File: config.mk
export PLATFORM = sky130hd
export DESIGN_NAME = pctc_cell
export DESIGN_NICKNAME = d
export VERILOG_FILES = /design/src/design/pctc_pkg.sv /design/src/design/pctc_cell.sv
export SDC_FILE = /design/constraint.sdc
export NUM_CORES = 1
export LEC_CHECK = 0
export BUFFER_PORTS_ARGS = -buffer_cell sky130_fd_sc_hd__buf_2
export CAP_MARGIN = 5
export CORE_UTILIZATION = 44
export DETAILED_ROUTE_END_ITERATION = 16
export GPL_ROUTABILITY_DRIVEN = 0
export PLACE_DENSITY = 0.68
export SLEW_MARGIN = 40
export SYNTH_ARGS = -nofsm -noshare
export SYNTH_HDL_FRONTEND = slang
export SYNTH_SLANG_ARGS = --single-unit
File: constraint.sdc
create_clock -name i_clk -period 3.7 [get_ports i_clk]
set_input_delay 0.185 -clock i_clk [delete_from_list [all_inputs] [get_ports i_clk]]
set_output_delay 0.185 -clock i_clk [all_outputs]
set_load 0.005 [all_outputs]
File: src/design/pctc_pkg.sv
`timescale 1ns / 1ps
package pctc_pkg;

    localparam int TALKER_ENTRIES_DEF = 16;
    localparam int SLOT_W             = 8;
    localparam int NUM_CLASSES        = 5;

    typedef enum logic [1:0] {
        ACT_TRACK       = 2'd0,
        ACT_READ_TALKER = 2'd1,
        ACT_READ_CLASS  = 2'd2,
        ACT_CLEAR       = 2'd3
    } t_action;

    typedef enum logic {
        S_IDLE,
        S_WALK
    } t_state;

    localparam logic [2:0] CLS_TCP   = 3'd0;
    localparam logic [2:0] CLS_UDP   = 3'd1;
    localparam logic [2:0] CLS_ICMP  = 3'd2;
    localparam logic [2:0] CLS_ARP   = 3'd3;
    localparam logic [2:0] CLS_OTHER = 3'd4;

    localparam logic [1:0] STS_NONE = 2'd0;
    localparam logic [1:0] STS_HIT  = 2'd1;
    localparam logic [1:0] STS_NEW  = 2'd2;
    localparam logic [1:0] STS_FULL = 2'd3;

    localparam logic [15:0] ETYPE_ARP      = 16'h0806;
    localparam logic [15:0] ETYPE_IPV4     = 16'h0800;
    localparam logic [7:0]  PROTO_TCP      = 8'd6;
    localparam logic [7:0]  PROTO_UDP      = 8'd17;
    localparam logic [7:0]  PROTO_ICMP     = 8'd1;
    localparam logic [15:0] ETH_HDR_BYTES  = 16'd14;
    localparam logic [15:0] IP_HDR_BYTES   = 16'd20;
    localparam logic [15:0] IPV4_MIN_BYTES = ETH_HDR_BYTES + IP_HDR_BYTES;

    typedef struct packed {
        logic [1:0]  action;
        logic [15:0] frame_length;
        logic [15:0] ether_type;
        logic [7:0]  ip_protocol;
        logic [31:0] source_ip;
        logic [3:0]  read_index;
    } t_in_item;

    typedef struct packed {
        logic [2:0]  frame_class;
        logic [1:0]  talker_status;
        logic [3:0]  talker_slot;
        logic        entry_valid;
        logic [31:0] entry_address;
        logic [31:0] entry_packets;
        logic [31:0] entry_bytes;
        logic [31:0] class_count;
        logic [31:0] window_packets;
        logic [31:0] window_bytes;
    } t_out_item;

    // Token that walks the talker cells, one cell per cycle.
    typedef struct packed {
        logic              valid;
        logic              is_read;
        logic [31:0]       src;
        logic [15:0]       len;
        logic [3:0]        idx;
        logic              hit;
        logic              have_free;
        logic [SLOT_W-1:0] slot;
        logic              ent_valid;
        logic [31:0]       ent_addr;
        logic [31:0]       ent_pkts;
        logic [31:0]       ent_bytes;
    } t_tok;

    // Broadcast control from the top level to every cell.
    typedef struct packed {
        logic              clear;
        logic              alloc;
        logic [SLOT_W-1:0] slot;
        logic [31:0]       src;
        logic [15:0]       len;
    } t_ctl;

    typedef struct packed {
        logic       track;
        logic [2:0] cls;
    } t_class_res;

    function automatic t_class_res classify(input logic [15:0] len,
                                            input logic [15:0] etype,
                                            input logic [7:0]  proto);
        t_class_res res;
        res.track = 1'b0;
        res.cls   = CLS_OTHER;
        if (len < ETH_HDR_BYTES) begin
            res.cls = CLS_OTHER;
        end else if (etype == ETYPE_ARP) begin
            res.cls = CLS_ARP;
        end else if (etype != ETYPE_IPV4 || len < IPV4_MIN_BYTES) begin
            res.cls = CLS_OTHER;
        end else begin
            res.track = 1'b1;
            if (proto == PROTO_TCP) begin
                res.cls = CLS_TCP;
            end else if (proto == PROTO_UDP) begin
                res.cls = CLS_UDP;
            end else if (proto == PROTO_ICMP) begin
                res.cls = CLS_ICMP;
            end else begin
                res.cls = CLS_OTHER;
            end
        end
        return res;
    endfunction

endpackage

File: src/design/pctc_cell.sv
`timescale 1ns / 1ps
module pctc_cell #(
    parameter int CELL_IDX = 0
) (
    input  logic           i_clk,
    input  logic           i_rst_n,
    input  pctc_pkg::t_tok i_tok,
    input  pctc_pkg::t_ctl i_ctl,
    output pctc_pkg::t_tok o_tok
);
    import pctc_pkg::*;

    localparam logic [SLOT_W-1:0] MY_SLOT = SLOT_W'(CELL_IDX);

    logic        r_active;
    logic [31:0] r_addr;
    logic [31:0] r_pkts;
    logic [31:0] r_bytes;
    t_tok        r_tok;
    t_tok        n_tok;

    logic w_hit_here;
    logic w_free_here;
    logic w_read_here;
    logic w_alloc_here;

    always_comb begin
        w_hit_here   = i_tok.valid && !i_tok.is_read && !i_tok.hit && r_active
                       && (r_addr == i_tok.src);
        w_free_here  = i_tok.valid && !i_tok.is_read && !i_tok.hit && !r_active
                       && !i_tok.have_free;
        w_read_here  = i_tok.valid && i_tok.is_read
                       && ({{(SLOT_W-4){1'b0}}, i_tok.idx} == MY_SLOT);
        w_alloc_here = i_ctl.alloc && (i_ctl.slot == MY_SLOT);

        n_tok = i_tok;
        if (w_hit_here) begin
            n_tok.hit  = 1'b1;
            n_tok.slot = MY_SLOT;
        end else if (w_free_here) begin
            n_tok.have_free = 1'b1;
            n_tok.slot      = MY_SLOT;
        end
        // An inactive entry reads as all zero, so the payload needs no clearing.
        if (w_read_here) begin
            n_tok.ent_valid = r_active;
            n_tok.ent_addr  = r_active ? r_addr  : 32'd0;
            n_tok.ent_pkts  = r_active ? r_pkts  : 32'd0;
            n_tok.ent_bytes = r_active ? r_bytes : 32'd0;
        end
    end

    always_ff @(posedge i_clk) begin
        if (!i_rst_n) begin
            r_active <= 1'b0;
            r_tok    <= '0;
        end else begin
            r_tok <= n_tok;
            if (i_ctl.clear) begin
                r_active <= 1'b0;
            end else if (w_alloc_here) begin
                r_active <= 1'b1;
            end
        end
    end

    always_ff @(posedge i_clk) begin
        if (w_alloc_here) begin
            r_addr  <= i_ctl.src;
            r_pkts  <= 32'd1;
            r_bytes <= {16'd0, i_ctl.len};
        end else if (w_hit_here) begin
            r_pkts  <= r_pkts + 32'd1;
            r_bytes <= r_bytes + {16'd0, i_tok.len};
        end
    end

    assign o_tok = r_tok;

endmodule

==> out/qor.tcl, run 1 <==
set qor(route.antenna.remaining_nets) 0
set qor(wl_per_cell_um) 17.4
set qor(period_utilization_post_route_pct) 86.9
set qor(ys_seq_area_share_pct) 54.4
set qor(ctsHtreeMaxLevel) 1
set qor(area_growth_pct) 50.8
set qor(row_count) 55
set qor(layout.nets) 1886
set qor(finalHoldViolations) 0
set qor(power.density_cell_area_mw_per_mm2) 414
set qor(die_area_mm2) 0.0242
set qor(setup-tns-final_ps) 0
set qor(ys_top_cells_by_area) {sky130_fd_sc_hd__dfxtp_1 41%, sky130_fd_sc_hd__edfxtp_1 14%, sky130_fd_sc_hd__a21boi_0 7.0%}
set qor(via_to_cell_ratio) 5.04
set qor(synth_compound_area_share_pct) 11.4
set qor(criticalPathCategory) {input pin to register}
set qor(design.portCount) 382
set qor(first_iter_violations) 692
set qor(post_synth_instance_area_mm2) 0.0104
set qor(grt_util_all_layers_pct) 28.0
set qor(via_count) 9990
set qor(detailedPlace.worstSlack_ps) 484
set qor(setup_slack_ps) 483
set qor(detail_route.drc_violations) 0
set qor(async_sr_flop_fraction_pct) 0
set qor(finalCriticalPeriod_ps) 3220
set qor(outcome) {complete, no violations}
set qor(firstDrtPassIters) 5
set qor(grt_overflow) 0
set qor(yosysWarningCount) 0
set qor(synth-simple-area-share_pct) 22.1
set qor(path_clk_slew_ps) 60
set qor(min_path_type) {input pin to register}
set qor(synth_top_family_by_area) {simple AND/OR/NAND/NOR gates}
set qor(yosys.area.top_type) {sky130_fd_sc_hd__dfxtp_1}
set qor(synth-adder-area-share_pct) 2.24
set qor(tritoncts) {yes}
set qor(fin_worst_skew_ps) 8.31
set qor(die_height_um) 156
set qor(starting_utilization_of_the_core_area_pct) 45.4
set qor(unrepaired_setup_endpoints_after_global_routing) {no}
set qor(achievable-frequency_mhz) 311
set qor(die_width_um) 156
set qor(clock-root-buffer) {sky130_fd_sc_hd__clkbuf_16}
set qor(netlist.area_leader.share_pct) 40.5
set qor(antenna_cells) 0
set qor(startpoint_type) {input pin}
set qor(ir_worst_vdd_uv) 310
set qor(ys_types) 51
set qor(static_leakage_nw) 6.98
set qor(tightestPinTransition_ps) 828
set qor(cp_data_arrival_time_ps) 3680
set qor(grt_max_degree) 98
set qor(cts_made_buffers) 28
set qor(ys_dominant_reg_cell) {sky130_fd_sc_hd__dfxtp_1}
set qor(port-buffer-count) 381
set qor(grt_pass1_wl_mm) 53.3
set qor(route.final.wire_length_mm) 34.5
set qor(critical_path.max_fanout) 12
set qor(drive_above_1_share_pct) 27.6
set qor(cts.sink_count) 258
set qor(hpwlAfterDp_mm) 21.6
set qor(via_count_of_the_first_global_routing_pass) 10165
set qor(max-cap-violations) 0
set qor(critPathCaptureType) {register}
set qor(coreArea_mm2) 0.0228
set qor(synth.ff_latch_count) 258
set qor(finalSetupViolCount) 0
set qor(synth_fp_nets) 1313
set qor(synth_xor_xnor_area_share_pct) 6.67
set qor(cp.required_ps) 4160
set qor(slew-limit-headroom_pct) 44.8
set qor(antenna_found_initial) 0
set qor(final_max_slew_viol_count) 0
set qor(clkLatencyLatePin_ps) 530
set qor(clock_tree_buffer_depth) 3
set qor(post_synth_inst_count) 1074
set qor(syn-mean-instance-area_um2) 9.66
set qor(synth-edff-count) 48
set qor(muxShareOfSynthArea_pct) 0
final timing paths:
check / startpoint / endpoint / slack (ps) / cells past startpoint
setup / recovery: i_tok[159] / r_bytes[21]$_SDFFE_PP0P_ / 480 / 11
hold / removal: i_rst_n / o_tok[105]$_SDFF_PN0_ / 100 / 2
setup reg to reg: r_addr[15]$_DFFE_PP_ / r_bytes[21]$_SDFFE_PP0P_ / 570 / 9
hold reg to reg: r_pkts[1]$_SDFFE_PP0P_ / r_pkts[1]$_SDFFE_PP0P_ / 510 / 2
power breakdown:
group	switching, mW	total [mW]	internal, mW
sequential	0.0288	2.99	2.96
combinational	0.290	0.680	0.390
clock	1.14	2.81	1.67
total	1.46	6.48	5.02
stage by stage:
stage                     util (%)  cells  area (µm²)  total power, mW  hold slack [ps]
after global routing          68.5   1982       15600             6.71              104
after global placement        55.1   1720       12600             3.52              341
after detailed placement      55.1   1720       12600             3.53              342
after CTS                     68.5   1982       15600             6.50             81.1
final                         68.5   1982       15600             6.48             97.8
after floorplan                  -   1074       10400             3.25              261
metal layers:
layer	part of all wire (%)	routed length (µm)	track usage, %	vias to the layer above
li1	-	-	-	4823
met2	48	16700	48.8	393
met4	4.9	1680	13.1	0
met1	41	14100	33.4	4668
met3	6.0	2080	5.06	106
met5	0	0	0	-
registers in the layout, summed over array words and instances (netlist names):
name	count
r_bytes	32
o_tok	161
r_active	1
r_addr	32
r_pkts	32
what timing repair did:
item,in CTS,in global routing
hold endpoints to repair,210,0
endpoints found under the setup margin,0,0
hold buffers,210,0
resized for setup,0,0
setup buffers,0,0
kinds of logic after synthesis:
kind of cell / count (synthesis)
AND/OR/NAND/NOR: 463
AO/OA/AOI/OAI: 173
adder cells (fa/ha/maj): 18
buffers and inverters: 83
XOR/XNOR: 79
flip-flops: 258
worst max-delay path, cell delays in order:
cell and delay [ps]:
sky130_fd_sc_hd__dlygate4sd3_1 540, sky130_fd_sc_hd__buf_2 150, sky130_fd_sc_hd__or3b_1 520, sky130_fd_sc_hd__nor4b_2 310, sky130_fd_sc_hd__nand2_1 70, sky130_fd_sc_hd__or4_1 620, sky130_fd_sc_hd__buf_4 260, sky130_fd_sc_hd__inv_1 90
sky130_fd_sc_hd__a41oi_1 340, sky130_fd_sc_hd__or3_1 440, sky130_fd_sc_hd__a21oi_1 140
cells in the final DEF, fill, tap and decap left out, types with 3 or more instances in the layout:
| cell type | instances |
|---|---|
| sky130_fd_sc_hd__clkbuf_16 | 31 |
| sky130_fd_sc_hd__ha_1 | 17 |
| sky130_fd_sc_hd__clkbuf_1 | 4 |
| sky130_fd_sc_hd__a31oi_1 | 3 |
| sky130_fd_sc_hd__clkinv_2 | 9 |
| sky130_fd_sc_hd__nor3b_1 | 3 |
| sky130_fd_sc_hd__a211o_1 | 3 |
| sky130_fd_sc_hd__clkbuf_8 | 8 |
| sky130_fd_sc_hd__nor3_1 | 10 |
| sky130_fd_sc_hd__or2_2 | 4 |
| sky130_fd_sc_hd__o21ai_0 | 22 |
| sky130_fd_sc_hd__nor4b_1 | 3 |
| sky130_fd_sc_hd__nand3_1 | 106 |
| sky130_fd_sc_hd__nor4_1 | 18 |
| sky130_fd_sc_hd__nor2_1 | 59 |
| sky130_fd_sc_hd__o211ai_1 | 3 |
| sky130_fd_sc_hd__buf_2 | 380 |
| sky130_fd_sc_hd__buf_4 | 14 |
| sky130_fd_sc_hd__nor2b_1 | 3 |
| sky130_fd_sc_hd__a21oi_1 | 28 |
| sky130_fd_sc_hd__or3_1 | 12 |
| sky130_fd_sc_hd__dlygate4sd3_1 | 210 |
| sky130_fd_sc_hd__inv_1 | 19 |
| sky130_fd_sc_hd__a21boi_0 | 97 |
| sky130_fd_sc_hd__xnor2_1 | 30 |
| sky130_fd_sc_hd__o21a_1 | 3 |
| sky130_fd_sc_hd__dfxtp_1 | 209 |
| sky130_fd_sc_hd__edfxtp_1 | 48 |
| sky130_fd_sc_hd__nand2_1 | 142 |
| sky130_fd_sc_hd__nand4_1 | 13 |
| sky130_fd_sc_hd__and3_1 | 5 |
| sky130_fd_sc_hd__xor2_1 | 49 |
| sky130_fd_sc_hd__and2_1 | 67 |
synthesized netlist by cell type, drive strengths merged (4+ instances only):
library cell    n
nor4b           4
edfxtp         48
dfxtp         210
nor3           12
nand3         107
a21boi         97
or2             4
nor4           20
o21ai          22
nor2           59
inv            20
and3            6
a21oi          28
and2           67
xor2           49
xnor2          30
nand2         142
clkbuf         56
nand4          13
or3            12
ha             17
buf             7
cell type report:
class	count	area, µm²
Timing Repair Buffer	606	4140
Clock buffer	43	901
Clock inverter	9	45.0
Inverter	20	80.1
Tap cell	313	392
Multi-Input combinational cell	733	4440
Sequential cell	258	5650
Fill cell	1703	7200
Note: power is estimated with default switching activity, not from simulation.
==> run 2: changes to the inputs <==
- HOLD_SLACK_MARGIN: default -> 0.05
- MAX_ROUTING_LAYER: default -> met4
==> run 2 against run 1 <==
Net effect: clock power about the same; power up 0.15%; clock skew is 2.7 ps higher; sequential power is essentially flat; core utilization unchanged; setup slack got worse by 4.9 ps; worst hold slack gained 3.5 ps; critical endpoint unchanged.
==> out/qor.tcl, run 2 (same netlist as run 1, synthesis figures left out) <==
set qor(route.antenna.remaining_nets) 0
set qor(postLayoutCellArea_mm2) 0.0156
set qor(starting_utilization_of_the_core_area_pct) 45.4
set qor(fin_hold_ws_ps) 101
set qor(design.portCount) 382
set qor(slew-limit-headroom_pct) 44.5
set qor(detailed_place.area_mm2) 0.0126
set qor(crit_path_max_incr_delay_ps) 620
set qor(period_utilization_post_route_pct) 87.1
set qor(final_core_util_pct) 68.5
set qor(worst_hold_path.num_cells) 2
set qor(hold_start) {i_rst_n}
set qor(detailedPlace.worstSlack_ps) 484
set qor(drive_above_1_share_pct) 27.6
set qor(number_of_flip_flops_under_the_largest_register_name) 161
set qor(wl_per_cell_um) 17.4
set qor(antenna_cells) 0
set qor(worstRegToRegCells) 9
set qor(grt_overflow) 0
set qor(coreArea_mm2) 0.0228
set qor(grt_util_all_layers_pct) 28.9
set qor(layout.nets) 1886
set qor(critPathCaptureType) {register}
set qor(final_max_slew_viol_count) 0
set qor(tritoncts) {yes}
set qor(min_path_type) {input pin to register}
set qor(ctsHtreeMaxLevel) 1
set qor(startpoint_type) {input pin}
set qor(timing.critical_path.from) {i_tok[159]}
set qor(mostFrequentLayoutCells) {380 x sky130_fd_sc_hd__buf_2, 210 x sky130_fd_sc_hd__dlygate4sd3_1, 209 x sky130_fd_sc_hd__dfxtp_1, 142 x sky130_fd_sc_hd__nand2_1, 106 x sky130_fd_sc_hd__nand3_1}
set qor(finalCriticalPeriod_ps) 3220
set qor(post_cts_resized) 0
set qor(critical_path.max_fanout) 12
set qor(outcome) {complete, no violations}
set qor(finalSetupViolCount) 0
set qor(clock_tree_buffer_depth) 3
set qor(fin_worst_skew_ps) 11.0
set qor(first_iter_violations) 704
set qor(firstDrtPassIters) 5
set qor(dpl.cell_count) 1720
set qor(cell_type_of_the_slowest_stage_on_the_worst_timing_path) {sky130_fd_sc_hd__or4_1}
set qor(area_growth_pct) 50.8
set qor(via_count) 10020
set qor(grt_max_degree) 98
set qor(die_height_um) 156
set qor(layout_commonest_cell) {sky130_fd_sc_hd__buf_2}
set qor(grt_pass1_wl_mm) 53.4
set qor(tightestPinTransition_ps) 833
set qor(clkLatencyLatePin_ps) 530
set qor(criticalPathCategory) {input pin to register}
set qor(via_to_cell_ratio) 5.06
set qor(detail_route.drc_violations) 0
set qor(finalHoldViolations) 0
set qor(row_count) 55
set qor(antenna_found_initial) 0
set qor(num-fill-cells) 1703
set qor(hpwlAfterDp_mm) 21.6
set qor(cts_made_buffers) 28
set qor(unrepaired_setup_endpoints_after_global_routing) {no}
set qor(die_area_mm2) 0.0242
set qor(path_clk_slew_ps) 60
set qor(achievable-frequency_mhz) 310
set qor(worstPathBufferInverterCount) 4
set qor(power.density_cell_area_mw_per_mm2) 415
set qor(max-cap-violations) 0
set qor(setup-tns-final_ps) 0
set qor(critical_path_depth) 11
set qor(cell_chain_critical_path) {dlygate4sd3_1, buf_2, or3b_1, nor4b_2, nand2_1, or4_1, buf_4, inv_1, a41oi_1, or3_1, a21oi_1}
set qor(via_count_of_the_first_global_routing_pass) 10150
set qor(cp_data_arrival_time_ps) 3680
set qor(ir_worst_vdd_uv) 311
set qor(cp.required_ps) 4160
set qor(setup_slack_ps) 478
set qor(cts.sink_count) 258
set qor(die_width_um) 156
set qor(post_route_insts_no_fill) 1982
set qor(kind_of_cell_adding_the_most_delay_to_the_critical_path) {simple AND/OR/NAND/NOR gates}
set qor(design_power_total_mw) 6.49
set qor(crit-reg2reg-launch) {r_addr[15]$_DFFE_PP_}
set qor(port-buffer-count) 381
set qor(clock-root-buffer) {sky130_fd_sc_hd__clkbuf_16}
set qor(static_leakage_nw) 6.98
set qor(route.final.wire_length_mm) 34.5
[run 2: cell counts in the layout (fill, tap and decap cells not counted)]
No cell type changed its count.
[run 2: per-layer routing]
layer / routed length, µm / global-route usage, % / part of all wire, %
met1: 14300 / 34.0 / 41
met2: 16700 / 48.8 / 48
met3: 1920 / 4.39 / 5.6
met4: 1670 / 13.0 / 4.8
met5: 0 / - / 0
[run 2: power by group]
part / switching [mW] / internal (mW)
Combinational: 0.290 / 0.390
Sequential: 0.0289 / 2.96
Clock: 1.15 / 1.67
Total: 1.47 / 5.02
[run 2: timing repair]
action / 4_1_cts / 5_1_grt
buffers inserted: 0 / 0
endpoints found under the hold margin: 210 / 0
hold buffers: 210 / 0
[run 2: layout make-up]
cell class                      count  area (µm²)  area share (%)
Inverter                           20        80.1           0.512
Multi-Input combinational cell    733        4440            28.4
Sequential cell                   258        5650            36.1
Tap cell                          313         392            2.50
Clock buffer                       43         901            5.76
Clock inverter                      9        45.0           0.288
Timing Repair Buffer              606        4140            26.5
[run 2: path summary, 6_finish.rpt]
kind	slack, ps	endpoint
worst min register to register	510	r_pkts[29]$_SDFFE_PP0P_
worst min-delay path	100	o_tok[105]$_SDFF_PN0_
worst max-delay path	480	r_bytes[21]$_SDFFE_PP0P_
worst max register to register	570	r_bytes[21]$_SDFFE_PP0P_
==> run 3: changes to the inputs <==
- BUFFER_PORTS_ARGS: -buffer_cell sky130_fd_sc_hd__buf_2 -> default
- DONT_BUFFER_PORTS: default -> 1
- PLACE_DENSITY: 0.68 -> 0.55
==> run 3 against run 2 <==
Net effect: synthesized cell count unchanged; synthesized area unchanged; the flow now stops in clock tree synthesis (4_1_cts).
==> out/qor.tcl, run 3 <==
set qor(async_sr_flop_fraction_pct) 0
set qor(row_count) 55
set qor(stop_stage) {clock tree synthesis (4_1_cts)}
set qor(synth-edff-count) 48
set qor(cts.sink_count) 258
set qor(yosysWarningCount) 0
set qor(ys_seq_area_share_pct) 54.4
set qor(yosys.area.top_type) {sky130_fd_sc_hd__dfxtp_1}
set qor(design.portCount) 382
set qor(yosys.cell_count.top_type) {sky130_fd_sc_hd__dfxtp_1}
set qor(ys_types) 51
set qor(cts_made_buffers) 28
set qor(die_width_um) 156
set qor(ctsHtreeMaxLevel) 1
set qor(synth.ff_latch_count) 258
set qor(post_synth_instance_area_mm2) 0.0104
set qor(clock-root-buffer) {sky130_fd_sc_hd__clkbuf_16}
set qor(clock_tree_buffer_depth) 3
set qor(first-error) {[ERROR RSZ-0060] Max buffer count reached.}
set qor(netlist.area_leader.share_pct) 40.5
set qor(ys_top_cells_by_area) {sky130_fd_sc_hd__dfxtp_1 41%, sky130_fd_sc_hd__edfxtp_1 14%, sky130_fd_sc_hd__a21boi_0 7.0%}
set qor(ys_dominant_reg_cell) {sky130_fd_sc_hd__dfxtp_1}
set qor(ys_top_cells_by_count) {210 x sky130_fd_sc_hd__dfxtp_1, 142 x sky130_fd_sc_hd__nand2_1, 107 x sky130_fd_sc_hd__nand3_1}
set qor(hpwlAfterDp_mm) 19.9
set qor(starting_utilization_of_the_core_area_pct) 45.4
set qor(synth_fp_nets) 1313
set qor(port-buffer-count) 0
set qor(post_synth_inst_count) 1074
set qor(die_height_um) 156
set qor(cts-hold-fix-buffers) 278
set qor(syn-mean-instance-area_um2) 9.66
set qor(post_cts_resized) 0
set qor(post_cts_buffers) 0
set qor(outcome) {did not finish}
run 3: cell counts after synthesis:
No cell type changed its count.
run 3: kinds of logic after synthesis:
kind of cell    synth area share, %
simple gates                   22.1
buf+inv                        3.10
compound gates                 11.4
fa+ha+maj                      2.24
flops                          54.4
xor+xnor                       6.67
run 3: through the flow:
| stage | area, µm² | setup WS [ps] | std cells | util, % |
|---|---|---|---|---|
| 2_1_floorplan | 10400 | 996 | 1074 | - |
| 3_5_place_dp | 10700 | 537 | 1337 | 46.7 |
| 3_3_place_gp | 10700 | 612 | 1337 | 46.7 |
==> run 4: changes to the inputs <==
- CORE_UTILIZATION: 44 -> 29
- HOLD_SLACK_MARGIN: 0.05 -> default
- MAX_ROUTING_LAYER: met4 -> default
- PLACE_DENSITY: 0.55 -> default
- PLACE_DENSITY_LB_ADDON: default -> 0.15
==> run 4 against run 3 <==
Net effect: the flow again stops in clock tree synthesis (4_1_cts); synthesized cell count stayed put; synthesized area did not move.
==> out/qor.tcl, run 4 <==
set qor(ctsHtreeMaxLevel) 1
set qor(port-buffer-count) 0
set qor(clock-root-buffer) {sky130_fd_sc_hd__clkbuf_16}
set qor(yosys.cell_count.top_type) {sky130_fd_sc_hd__dfxtp_1}
set qor(post_synth_inst_count) 1074
set qor(hpwlAfterDp_mm) 22.1
set qor(post_cts_buffers) 0
set qor(async_sr_flop_fraction_pct) 0
set qor(syn-mean-instance-area_um2) 9.66
set qor(cts.sink_count) 258
set qor(post_cts_resized) 0
set qor(ys_dominant_reg_cell) {sky130_fd_sc_hd__dfxtp_1}
set qor(yosysWarningCount) 0
set qor(row_count) 68
set qor(design.portCount) 382
set qor(netlist.area_leader.share_pct) 40.5
set qor(synth.ff_latch_count) 258
set qor(synth_fp_nets) 1313
set qor(ys_types) 51
set qor(outcome) {did not finish}
set qor(starting_utilization_of_the_core_area_pct) 29.7
set qor(cts_made_buffers) 29
set qor(clock_tree_buffer_depth) 3
set qor(die_width_um) 191
set qor(synth-edff-count) 48
set qor(cts-hold-fix-buffers) 309
set qor(yosys.area.top_type) {sky130_fd_sc_hd__dfxtp_1}
set qor(ys_top_cells_by_count) {210 x sky130_fd_sc_hd__dfxtp_1, 142 x sky130_fd_sc_hd__nand2_1, 107 x sky130_fd_sc_hd__nand3_1}
set qor(die_height_um) 191
set qor(post_synth_instance_area_mm2) 0.0104
set qor(ys_top_cells_by_area) {sky130_fd_sc_hd__dfxtp_1 41%, sky130_fd_sc_hd__edfxtp_1 14%, sky130_fd_sc_hd__a21boi_0 7.0%}
set qor(first-error) {[ERROR RSZ-0060] Max buffer count reached.}
set qor(stop_stage) {clock tree synthesis (4_1_cts)}
set qor(ys_seq_area_share_pct) 54.4
run 4: cell counts after synthesis:
No cell type changed its count.
run 4: through the flow:
stage          area, µm²  setup slack (ps)  std cells  util, %
2_1_floorplan      10400               996       1074        -
3_3_place_gp       10900               533       1483     31.2
3_5_place_dp       10900               500       1483     31.2
run 4: cell families after synthesis:
group           count (synthesis)  share of synthesized area [%]
compound gates                173                           11.4
simple gates                  463                           22.1
xor+xnor                       79                           6.67
flops                         258                           54.4
buf+inv                        83                           3.10
fa+ha+maj                      18                           2.24
